## src/rtl/sfr_pkg.sv

```systemverilog
// ----------------------------------------------------------------------------
// sfr_pkg
// Shared types and constants for the status frame receiver: transaction
// payloads, configuration register map, timer and frame sizes.
// ----------------------------------------------------------------------------
package sfr_pkg;

   localparam int FRAME_BYTES = 18;
   localparam int TIMER_BITS  = 16;
   localparam int INDEX_BITS  = $clog2(FRAME_BYTES + 1);

   // Configuration port
   localparam int CSR_ADDR_BITS = 4;
   localparam int CSR_DATA_BITS = 32;

   localparam logic [15:0] INTERBYTE_RESET = 16'd50;
   localparam logic [15:0] FRAME_TO_RESET  = 16'd300;
   localparam logic [7:0]  START_RESET     = 8'h7F;

   typedef enum logic [1:0] {
      REG_INTERBYTE = 2'd0,
      REG_FRAME_TO  = 2'd1,
      REG_START     = 2'd2
   } sfr_reg_type;

   // Input operation codes
   localparam logic OP_BYTE = 1'b0;
   localparam logic OP_TICK = 1'b1;

   // Result event codes
   localparam logic EVT_FRAME_OK  = 1'b0;
   localparam logic EVT_CHECKSUM  = 1'b1;

   // Byte positions inside the frame
   localparam int POS_VERSION = 1;
   localparam int POS_MACHINE = 2;
   localparam int POS_FAULT   = 3;
   localparam int POS_GATE    = 4;
   localparam int POS_ALARM   = 5;
   localparam int POS_LEFT    = 6;
   localparam int POS_RIGHT   = 9;
   localparam int POS_IR      = 12;
   localparam int POS_CMD     = 13;
   localparam int POS_SUPPLY  = 14;

   typedef struct packed {
      logic       operation;
      logic [7:0] rx_byte;
   } sfr_req_type;

   typedef struct packed {
      logic        frame_event;
      logic [7:0]  version;
      logic [7:0]  unit_number;
      logic [7:0]  fault_code;
      logic [7:0]  gate_state;
      logic [7:0]  alarm_code;
      logic [23:0] left_passages;
      logic [23:0] right_passages;
      logic [7:0]  infrared_state;
      logic [7:0]  command_result;
      logic [7:0]  supply_voltage;
   } sfr_rsp_type;

   typedef struct packed {
      logic [15:0] gap_limit;
      logic [15:0] age_limit;
      logic [7:0]  start_byte;
   } sfr_cfg_type;

   typedef struct packed {
      logic        valid;
      sfr_rsp_type data;
   } sfr_result_type;

endpackage

```

## src/rtl/status_frame_receiver.sv

```systemverilog
// ----------------------------------------------------------------------------
// status_frame_receiver
// Start-byte framed, fixed-length status frame receiver with sum checksum.
// ----------------------------------------------------------------------------
// Takes one transaction per clock: a received byte or a 1 ms tick. A request
// is captured in an input register and is processed by the frame tracker
// once the result register can take a result; any decoded frame (or checksum
// error) lands in the result register at the end of that cycle and raises
// rsp_valid. Throughput is one transaction per cycle; it drops only while
// the result register holds an untaken result, which stalls the input
// register. Frames are 18 bytes opened by the start byte; the 8-bit sum of
// all bytes plus one must be zero. Timeouts are counted in ticks. Configure
// only while idle.
// ----------------------------------------------------------------------------
module status_frame_receiver import sfr_pkg::*; (
   input  logic                     clock,
   input  logic                     reset,
   // request channel
   input  logic                     req_valid,
   output logic                     req_ready,
   input  sfr_req_type              req_data,
   // result channel
   output logic                     rsp_valid,
   input  logic                     rsp_ready,
   output sfr_rsp_type              rsp_data,
   // configuration port
   input  logic                     csr_psel,
   input  logic                     csr_penable,
   input  logic                     csr_pwrite,
   input  logic [CSR_ADDR_BITS-1:0] csr_paddr,
   input  logic [CSR_DATA_BITS-1:0] csr_pwdata,
   output logic [CSR_DATA_BITS-1:0] csr_prdata,
   output logic                     csr_pready
);

   sfr_cfg_type    cfg;
   sfr_result_type result;

   // input register
   logic        in_valid_ff, in_valid_in;
   sfr_req_type in_data_ff;
   // result register
   logic        rsp_valid_ff, rsp_valid_in;
   sfr_rsp_type rsp_data_ff;

   logic advance;   // input register hands its transaction to the tracker
   logic load_rsp;

   // The tracker steps whenever the input register holds a transaction and the result register can take a result.
   assign advance   = in_valid_ff && (!rsp_valid_ff || rsp_ready);
   assign req_ready = !in_valid_ff || advance;
   assign load_rsp  = advance && result.valid;

   assign in_valid_in  = (req_valid && req_ready) ? 1'b1 : (advance ? 1'b0 : in_valid_ff);
   assign rsp_valid_in = load_rsp ? 1'b1 : (rsp_ready ? 1'b0 : rsp_valid_ff);

   assign rsp_valid = rsp_valid_ff;
   assign rsp_data  = rsp_data_ff;

   sfr_csr u_csr (
      .clock       (clock),
      .reset       (reset),
      .csr_psel    (csr_psel),
      .csr_penable (csr_penable),
      .csr_pwrite  (csr_pwrite),
      .csr_paddr   (csr_paddr),
      .csr_pwdata  (csr_pwdata),
      .csr_prdata  (csr_prdata),
      .csr_pready  (csr_pready),
      .cfg         (cfg)
   );

   sfr_frame u_frame (
      .clock  (clock),
      .reset  (reset),
      .step   (advance),
      .item   (in_data_ff),
      .cfg    (cfg),
      .result (result)
   );

   always_ff @(posedge clock) begin
      if (req_valid && req_ready) begin
         in_data_ff <= req_data;
      end
      if (load_rsp) begin
         rsp_data_ff <= result.data;
      end
   end

   always_ff @(posedge clock) begin
      if (reset) begin
         in_valid_ff  <= 1'b0;
         rsp_valid_ff <= 1'b0;
      end else begin
         in_valid_ff  <= in_valid_in;
         rsp_valid_ff <= rsp_valid_in;
      end
   end

`ifndef SYNTHESIS
   a_rsp_slot_free: assert property (@(posedge clock) disable iff (reset)
      load_rsp |-> (!rsp_valid_ff || rsp_ready))
      else $error("result loaded over an untaken result");

   a_input_held: assert property (@(posedge clock) disable iff (reset)
      in_valid_ff && !advance |=> in_valid_ff && $stable(in_data_ff))
      else $error("stalled input transaction lost or changed");

   a_stall_when_full: assert property (@(posedge clock) disable iff (reset)
      in_valid_ff && rsp_valid_ff && !rsp_ready |-> !req_ready)
      else $error("input accepted while pipeline is blocked");
`endif

endmodule

```

## src/rtl/sfr_csr.sv

```systemverilog
// ----------------------------------------------------------------------------
// sfr_csr
// Configuration registers behind an APB-style port: timeouts and start byte.
// ----------------------------------------------------------------------------
module sfr_csr import sfr_pkg::*; (
   input  logic                     clock,
   input  logic                     reset,
   input  logic                     csr_psel,
   input  logic                     csr_penable,
   input  logic                     csr_pwrite,
   input  logic [CSR_ADDR_BITS-1:0] csr_paddr,
   input  logic [CSR_DATA_BITS-1:0] csr_pwdata,
   output logic [CSR_DATA_BITS-1:0] csr_prdata,
   output logic                     csr_pready,
   output sfr_cfg_type              cfg
);

   sfr_cfg_type cfg_ff;
   sfr_cfg_type cfg_in;
   sfr_reg_type reg_sel;
   logic        write_en;

   assign reg_sel    = sfr_reg_type'(csr_paddr[3:2]);
   assign write_en   = csr_psel && csr_penable && csr_pwrite;
   assign csr_pready = 1'b1;
   assign cfg        = cfg_ff;

   always_comb begin
      cfg_in = cfg_ff;
      if (write_en) begin
         case (reg_sel)
            REG_INTERBYTE: cfg_in.gap_limit  = csr_pwdata[15:0];
            REG_FRAME_TO:  cfg_in.age_limit  = csr_pwdata[15:0];
            REG_START:     cfg_in.start_byte = csr_pwdata[7:0];
            default:       cfg_in = cfg_ff;
         endcase
      end
   end

   always_comb begin
      case (reg_sel)
         REG_INTERBYTE: csr_prdata = {16'd0, cfg_ff.gap_limit};
         REG_FRAME_TO:  csr_prdata = {16'd0, cfg_ff.age_limit};
         REG_START:     csr_prdata = {24'd0, cfg_ff.start_byte};
         default:       csr_prdata = '0;
      endcase
   end

   always_ff @(posedge clock) begin
      if (reset) begin
         cfg_ff.gap_limit  <= INTERBYTE_RESET;
         cfg_ff.age_limit  <= FRAME_TO_RESET;
         cfg_ff.start_byte <= START_RESET;
      end else begin
         cfg_ff <= cfg_in;
      end
   end

endmodule

```

## src/rtl/sfr_frame.sv

```systemverilog
// ----------------------------------------------------------------------------
// sfr_frame
// Frame tracker: start detection, tick timers, byte store, running sum and
// decode of a completed frame. One transaction is processed per step.
// ----------------------------------------------------------------------------
module sfr_frame import sfr_pkg::*; (
   input  logic           clock,
   input  logic           reset,
   input  logic           step,
   input  sfr_req_type    item,
   input  sfr_cfg_type    cfg,
   output sfr_result_type result
);

   localparam logic [TIMER_BITS-1:0] TimerMax = '1;
   localparam logic [INDEX_BITS-1:0] LastIndex = INDEX_BITS'(FRAME_BYTES - 1);

   logic [7:0]            store_ff [FRAME_BYTES];
   logic                  in_frame_ff, in_frame_in;
   logic [INDEX_BITS-1:0] byte_index_ff, byte_index_in;
   logic [TIMER_BITS-1:0] since_last_ff, since_last_in;
   logic [TIMER_BITS-1:0] since_start_ff, since_start_in;
   logic [7:0]            sum_ff, sum_in;

   logic                  is_byte;
   logic                  gap_expired;
   logic                  live;
   logic                  frame_expired;
   logic                  store_we;
   logic [INDEX_BITS-1:0] store_idx;
   logic [7:0]            sum_next;
   logic                  checksum_ok;

   assign is_byte       = step && (item.operation == OP_BYTE);
   assign gap_expired   = in_frame_ff && (32'(since_last_ff) > 32'(cfg.gap_limit));
   assign live          = in_frame_ff && !gap_expired;
   assign frame_expired = 32'(since_start_ff) > 32'(cfg.age_limit);
   assign sum_next      = sum_ff + item.rx_byte;
   assign checksum_ok   = (sum_next + 8'd1) == 8'd0;

   always_comb begin
      in_frame_in    = in_frame_ff;
      byte_index_in  = byte_index_ff;
      since_last_in  = since_last_ff;
      since_start_in = since_start_ff;
      sum_in         = sum_ff;
      store_we       = 1'b0;
      store_idx      = byte_index_ff;
      result         = '0;
      if (step && (item.operation == OP_TICK)) begin
         if (in_frame_ff) begin
            since_last_in  = (since_last_ff == TimerMax) ? TimerMax : since_last_ff + 1'b1;
            since_start_in = (since_start_ff == TimerMax) ? TimerMax : since_start_ff + 1'b1;
         end
      end else if (is_byte && !live) begin
         // Idle, or the gap timer ran out: this byte may open a new frame.
         if (item.rx_byte == cfg.start_byte) begin
            in_frame_in    = 1'b1;
            since_last_in  = '0;
            since_start_in = '0;
            byte_index_in  = INDEX_BITS'(1);
            sum_in         = item.rx_byte;
            store_we       = 1'b1;
            store_idx      = '0;
         end else if (gap_expired) begin
            in_frame_in   = 1'b0;
            byte_index_in = '0;
         end
      end else if (is_byte) begin
         store_we      = 1'b1;
         byte_index_in = byte_index_ff + 1'b1;
         sum_in        = sum_next;
         since_last_in = '0;
         if (frame_expired) begin
            in_frame_in   = 1'b0;
            byte_index_in = '0;
         end else if (byte_index_ff == LastIndex) begin
            in_frame_in   = 1'b0;
            byte_index_in = '0;
            result.valid  = 1'b1;
            if (checksum_ok) begin
               result.data.frame_event    = EVT_FRAME_OK;
               result.data.version        = store_ff[POS_VERSION];
               result.data.unit_number    = store_ff[POS_MACHINE];
               result.data.fault_code     = store_ff[POS_FAULT];
               result.data.gate_state     = store_ff[POS_GATE];
               result.data.alarm_code     = store_ff[POS_ALARM];
               result.data.left_passages  = {store_ff[POS_LEFT], store_ff[POS_LEFT+1],
                                             store_ff[POS_LEFT+2]};
               result.data.right_passages = {store_ff[POS_RIGHT], store_ff[POS_RIGHT+1],
                                             store_ff[POS_RIGHT+2]};
               result.data.infrared_state = store_ff[POS_IR];
               result.data.command_result = store_ff[POS_CMD];
               result.data.supply_voltage = store_ff[POS_SUPPLY];
            end else begin
               result.data.frame_event = EVT_CHECKSUM;
            end
         end
      end
   end

   always_ff @(posedge clock) begin
      if (store_we) begin
         store_ff[store_idx] <= item.rx_byte;
      end
   end

   always_ff @(posedge clock) begin
      if (reset) begin
         in_frame_ff    <= 1'b0;
         byte_index_ff  <= '0;
         since_last_ff  <= '0;
         since_start_ff <= '0;
         sum_ff         <= '0;
      end else begin
         in_frame_ff    <= in_frame_in;
         byte_index_ff  <= byte_index_in;
         since_last_ff  <= since_last_in;
         since_start_ff <= since_start_in;
         sum_ff         <= sum_in;
      end
   end

`ifndef SYNTHESIS
   a_idle_index_zero: assert property (@(posedge clock) disable iff (reset)
      !in_frame_ff |-> byte_index_ff == '0)
      else $error("byte index not cleared outside a frame");

   a_result_at_last_byte: assert property (@(posedge clock) disable iff (reset)
      result.valid |-> in_frame_ff && byte_index_ff == LastIndex && is_byte)
      else $error("result raised away from the last frame byte");
`endif

endmodule

```

## config.mk

```make
export PLATFORM = sky130hd
export DESIGN_NAME = status_frame_receiver
export DESIGN_NICKNAME = d
export VERILOG_FILES = /design/src/rtl/sfr_pkg.sv /design/src/rtl/status_frame_receiver.sv /design/src/rtl/sfr_csr.sv /design/src/rtl/sfr_frame.sv
export SDC_FILE = /design/constraint.sdc
export NUM_CORES = 1
export LEC_CHECK = 0
export BUFFER_PORTS_ARGS = -buffer_cell sky130_fd_sc_hd__buf_2
export CAP_MARGIN = 5
export CORE_MARGIN = 8
export CORE_UTILIZATION = 57
export DETAILED_ROUTE_END_ITERATION = 6
export HOLD_SLACK_MARGIN = 0.05
export PLACE_DENSITY = 0.83
export SETUP_SLACK_MARGIN = 0.1
export SYNTH_ARGS = -nofsm -noshare
export SYNTH_HDL_FRONTEND = slang
export SYNTH_SLANG_ARGS = --single-unit
```

## constraint.sdc

```tcl
create_clock -name clock -period 5.7 [get_ports clock]
set_input_delay 0.57 -clock clock [delete_from_list [all_inputs] [get_ports clock]]
set_output_delay 0.57 -clock clock [all_outputs]
set_load 0.01 [all_outputs]
```

Word level (Yosys, flattened, before mapping)
Memory sizes are Yosys's and may differ from the RTL's.
Cells that the tools add are included.
W data, S select, Z words.
{ "classes": {"n_reduce_logical": 35, "bitwise": 5, "order_cmp": 2, "multipliers": 0, "eq_ne": 10, "addsub": 5, "shift": 0, "div": 0, "mux": 46} }
{ "op_table": {"columns": ["cell", "count"], "rows": [
  ["$mux W114", 5],
  ["$mux W16", 10],
  ["$mux W112", 1],
  ["$pmux W16 S3", 1],
  ["$mux W5", 9],
  ["$add A16 B1 Y16 const B", 2],
  ["$eq A16 B16 Y1 const B", 2],
  ["$gt A16 B16 Y1", 2],
  ["$mux W8", 3],
  ["$mux W1", 17],
  ["$reduce_and A3 Y1", 4],
  ["$logic_and A1 B1 Y1", 10],
  ["$reduce_bool A2 Y1", 5],
  ["$add A8 B1 Y8 const B", 1],
  ["$add A8 B8 Y8", 1],
  ["$eq A8 B8 Y1", 1],
  ["$logic_not A8 Y1", 1],
  ["$ne A3 B2 Y1 const B", 2],
  ["$reduce_and A2 Y1", 3],
  ["$reduce_bool A3 Y1", 2],
  ["$reduce_or A6 Y1", 1],
  ["$add A5 B1 Y5 const B", 1],
  ["$eq A5 B5 Y1 const B", 1],
  ["$not A1 Y1", 5],
  ["other kinds (9)", 13]
]} }
{ "totals": {"ff_bits": 210, "ram_bits": 144, "latch_bits": 0, "word_cells": 127, "input_bits": 52, "romBits": 0, "memories": 1} }
{ "memory_table": {"columns": ["memory", "words", "width", "rd", "rd_ports_with_merged_regs", "wr", "line", "text"], "rows": [
  ["u_frame.store_ff", 18, 8, 14, 0, 1, "sfr_frame.sv:18", "logic [7:0] store_ff [FRAME_BYTES];"]
]} }

Depth between registers and ports, before layout
{ "logic_depth": {"word_depth": 11, "ltp_mapped": 11} }

Modules after synthesis
From an unflattened synthesis, not the netlist that was laid out.
{ "hier_totals": {"cells_unflattened": 1117, "area_unflattened_um2": 13847.0} }
{ "by_module_without_submodules": {"columns": ["module", "area_per_inst_um2", "cells_each", "n_inst", "seq_area_each_um2"], "rows": [
  ["sfr_frame", 7973.9, 759, 1, 4284.1],
  ["status_frame_receiver", 3766.1, 133, 1, 3703.6],
  ["sfr_csr", 2107.0, 225, 1, 800.8]
]} }

Worst setup path after synthesis
Ideal clock, no wire load.
{ "synth_timing": {"path_type": "reg-to-reg", "start": "reg u_csr.cfg_ff (netlist bit u_csr.cfg[39])", "end": "reg rsp_data_ff (netlist bit rsp_data[0]), enable pin", "stages_incl_launch_ff": 10, "arrival_ns": 4.432, "synth_period_minus_slack_ns": 4.898, "slack_ns": 0.802, "path_cell_list": "dfxtp_1 inv_1 ha_1 nand4_1 nor4_1 and3_1 a31oi_2 or2_1 or3b_2 inv_1"} }
{ "synth_via": {"elab_chain_cells": 9} }
{ "synth_lines": {"columns": ["element", "line", "text"], "rows": [
  ["start, declared", "sfr_csr.sv:18", "sfr_cfg_type cfg_ff;"],
  ["start signal, assigned", "sfr_csr.sv:55", "cfg_ff <= cfg_in;"],
  ["$gt A16 B16 Y1", "sfr_frame.sv:35", "assign gap_expired = in_frame_ff && (32'(since_last_ff) > 32'(cfg.gap_limit));"],
  ["$logic_and A1 B1 Y1", "sfr_frame.sv:35", null],
  ["$logic_not A1 Y1", "sfr_frame.sv:36", "assign live = in_frame_ff && !gap_expired;"],
  ["$logic_and A1 B1 Y1", "sfr_frame.sv:36", null],
  ["$logic_not A1 Y1", "sfr_frame.sv:55", "end else if (is_byte && !live) begin"],
  ["$logic_and A1 B1 Y1", "sfr_frame.sv:55", null],
  ["$mux W114", "sfr_frame.sv:55", null],
  ["$mux W114", "sfr_frame.sv:50", "if (step && (item.operation == OP_TICK)) begin"],
  ["$logic_and A1 B1 Y1", "status_frame_receiver.sv:52", "assign load_rsp = advance && result.valid;"],
  ["named net load_rsp", "status_frame_receiver.sv:47", "logic load_rsp;"],
  ["end signal, assigned", "status_frame_receiver.sv:87", "rsp_data_ff <= result.data;"],
  ["end, declared", "status_frame_receiver.sv:44", "sfr_rsp_type rsp_data_ff;"]
]} }
The timed path passes the listed nets, and every way through them passes these cells.
A chain may end at the register's enable or synchronous reset.

Worst setup path after layout
{ "layout_timing": {"start": "reg u_csr.cfg_ff (netlist bit u_csr.cfg[39])", "end": "reg rsp_data_ff (netlist bit rsp_data[100]), enable pin"} }
The elaborated chain is that of the path after synthesis.

==> summary.txt <==
Place
  – Dpl ws: 1520 ps
  – GP Congestion: 0.889
  – Port bufs: 164
  – Hpwl dp: 19.7 mm

STA
  – Slew margin rel.: 19.9%
  – Final WS setup: 1500 ps
  – Peak Freq: 0.238 GHz
  – Final Hold Fails: 0
  – Setup violators final: 0
  – Worst clock skew: 9.36 ps
  – Tightest Pin Transition: 1190 ps
  – RSZ-0062 raised after global routing: false
  – Period utilization: 73.7%
  – Final slew viol count: 0
  – Setup TNS: 0 ps
  – Tmin final: 4200 ps
  – Min Hold Slack: 185 ps

Cells and area
  – Area grow syn2layout: 15.0%
  – Antenna cells: 0
  – # nets final: 1375
  – # fillers: 1654
  – Share of cells above drive strength 1: 18.4%
  – Final core occ: 66.6%

Synth
  – Avg Inst Size Synth: 12.2 µm²
  – Top-count cell post-synth: edfxtp_1
  – Largest area contributor in the netlist: edfxtp_1
  – Post-synthesis sequential area ratio: 64.7%
  – Synth cell count leaders: 234 x edfxtp_1, 122 x and2_1, 118 x nand2_1, 88 x dfxtp_1, 69 x a21oi_1
  – Cell count after synthesis: 1112
  – Ys async rst share: 0%
  – Post-synthesis cell type count: 63
  – Synth Warn #: 0
  – Post-synth EDFFs: 234
  – Yosys top cell area share: 51.7%
  – Synth Register Bits: 322
  – Ys flop type: edfxtp_1
  – Mapped Area: 0.0136 mm²
  – Synth area leaders: edfxtp_1 52%, dfxtp_1 13%, and2_1 5.6%

Power
  – P_leak: 5.48 nW
  – Power Density: 300 mW/mm²
  – Peak VDD IR: 0.216 mV
  – Total chip power: 4.69 mW

Clock tree
  – CTS Hold Bufs: 0
  – CTS tree: done
  – Post-CTS Setup Bufs: 0
  – Number of buffers created by CTS: 30
  – Clock Path Buffers: 3
  – CTS Root Cell: clkbuf_16
  – PostCTS Resize Cnt: 0
  – Clock Sinks: 322
  – CTS H-tree lvls: 1
  – Clk_lat worst skew: 560 ps
  – CTS clk-pin slew, worst paths: 60 ps

Critical path
  – Critical path origin: u_csr.cfg[39]
  – Worst endpoint required time: 5930 ps
  – Cells on worst reg2reg path: 11
  – Worst path arrival time: 4430 ps
  – R2R Path End: rsp_data[100]
  – Crit. End Element: register
  – Critical Path End: rsp_data[100]
  – Flop2flop setup slack: 1500 ps
  – CP startpoint kind: register
  – WS Path Type: register to register
  – RR Startpoint: u_csr.cfg[39]
  – Crit Path Max Fanout: 70

Global routing
  – Remaining Overflow, GRT: 0
  – GR peak layer: met2
  – GR Util met1: 22.7%
  – GR Util met2: 35.6%
  – GRT Total Usage: 19.2%
  – Global-route wire length before repair: 44.4 mm
  – Met3 usage: 2.85%
  – Initial antenna violation count: 0
  – Largest net degree at the start of global routing: 113
  – Vias in the first global route: 8545

Drt
  – Via density: 5.46
  – Final wirelength: 28.8 mm
  – Final ANT Viol Nets: 0
  – Residual DRC: 0
  – Drt pass-1 iters: 7
  – Drt wl/cell: 17.7 µm
  – Initial DRC Count: 895
  – DR vias: 8851

Worst hold path
  – Worst hold path class: primary input to register

Die
  – Core ar.: 0.0235 mm²
  – Cell Rows: 56
  – Initial Util: 57.9%
  – Io pins: 200
  – Die area: 0.0290 mm²
  – Die Y: 170 µm
  – Die Span X: 170 µm

Outcome
  – Outcome: completed

Run
  – MaxCap Viol Count: 0
## worst min path at each step
stage,endpoint,start,slack [ps],cells after the start
finish,in_data_ff[8],req_data[8],190,1
detailed placement,u_csr.cfg[31],u_csr.cfg[31],460,2
CTS,in_data_ff[8],req_data[8],170,1
floorplan,u_csr.cfg[26],u_csr.cfg[26],450,2
global route,in_data_ff[8],req_data[8],160,1
global placement,u_csr.cfg[27],u_csr.cfg[27],460,2
## cell type report
class / count / area, µm² / share of cell area, %
Sequential cell: 322 / 8790 / 56.2
Multi-Input combinational cell: 694 / 4280 / 27.4
Timing Repair Buffer: 183 / 963 / 6.16
Clock buffer: 36 / 773 / 4.95
Tap cell: 319 / 399 / 2.55
Clock inverter: 19 / 240 / 1.54
Inverter: 48 / 183 / 1.17
## cells in the final DEF (no fill, tap or decap), types with 7 or more instances in the layout
master	n
xnor2_1	7
inv_1	46
xor2_1	10
ha_1	43
a31oi_1	9
mux2i_1	32
dfxtp_1	88
o211ai_1	10
nand2_1	118
a21oi_1	69
edfxtp_1	234
a211oi_1	12
buf_4	19
o21ai_0	27
conb_1	17
nand3_1	25
and3_1	13
nor3_1	24
buf_2	164
and2_1	122
clkbuf_16	30
nand4_1	14
nor2_1	61
clkinv_2	8
## flip-flops by register name (all words and copies together) (netlist names)
name and cells:
in_valid_ff 1, u_csr.cfg 40, u_frame.since_last_ff 16, u_frame.in_frame_ff 1
in_data_ff 9, u_frame.store_ff 112, u_frame.byte_index_ff 5, rsp_data 113
u_frame.sum_ff 8, u_frame.since_start_ff 16, rsp_valid 1
## routing by layer
layer  routed length (µm)  up-vias
li1                     -     4283
met1                11500     4205
met2                14800      312
met3                 1760       51
met4                  721        0
met5                    0        -
## power by group
part           total, mW  internal [mW]  switching [mW]
clock network       2.03           1.20           0.837
registers           2.52           2.51          0.0126
logic              0.138         0.0423          0.0956
total               4.69           3.75           0.945
## cell families (layout without fill, tap and decap cells)
family / Yosys count / count (layout) / synth area share [%]
muxes: 32 / 32 / 2.36
and+or+nand+nor: 414 / 414 / 15.6
buffers and inverters: 111 / 286 / 4.26
xor gates and xnor gates: 17 / 17 / 1.10
adders and majority gates: 44 / 44 / 4.11
DFF: 322 / 322 / 64.7
AOI/OAI and AO/OA: 170 / 170 / 7.83
other: 2 / 17 / 0.0553
## metrics by stage
| stage | instances | instance area, µm² |
|---|---|---|
| 6_report | 1621 | 15600 |
| 5_1_grt | 1621 | 15600 |
| 4_1_cts | 1621 | 15600 |
| 3_5_place_dp | 1566 | 14600 |
| 3_3_place_gp | 1566 | 14600 |
| 2_1_floorplan | 1127 | 13600 |
## critical path, stage by stage, from the launching register on
cell and delay (ps):
dfxtp_1 350, inv_1 80, ha_1 320, nand4_1 190
nor4_1 440, and3_1 240, a31oi_2 50, buf_4 230
or2_1 330, or3b_2 560, inv_4 610, buf_4 450
(Power assumes the default switching activity.)
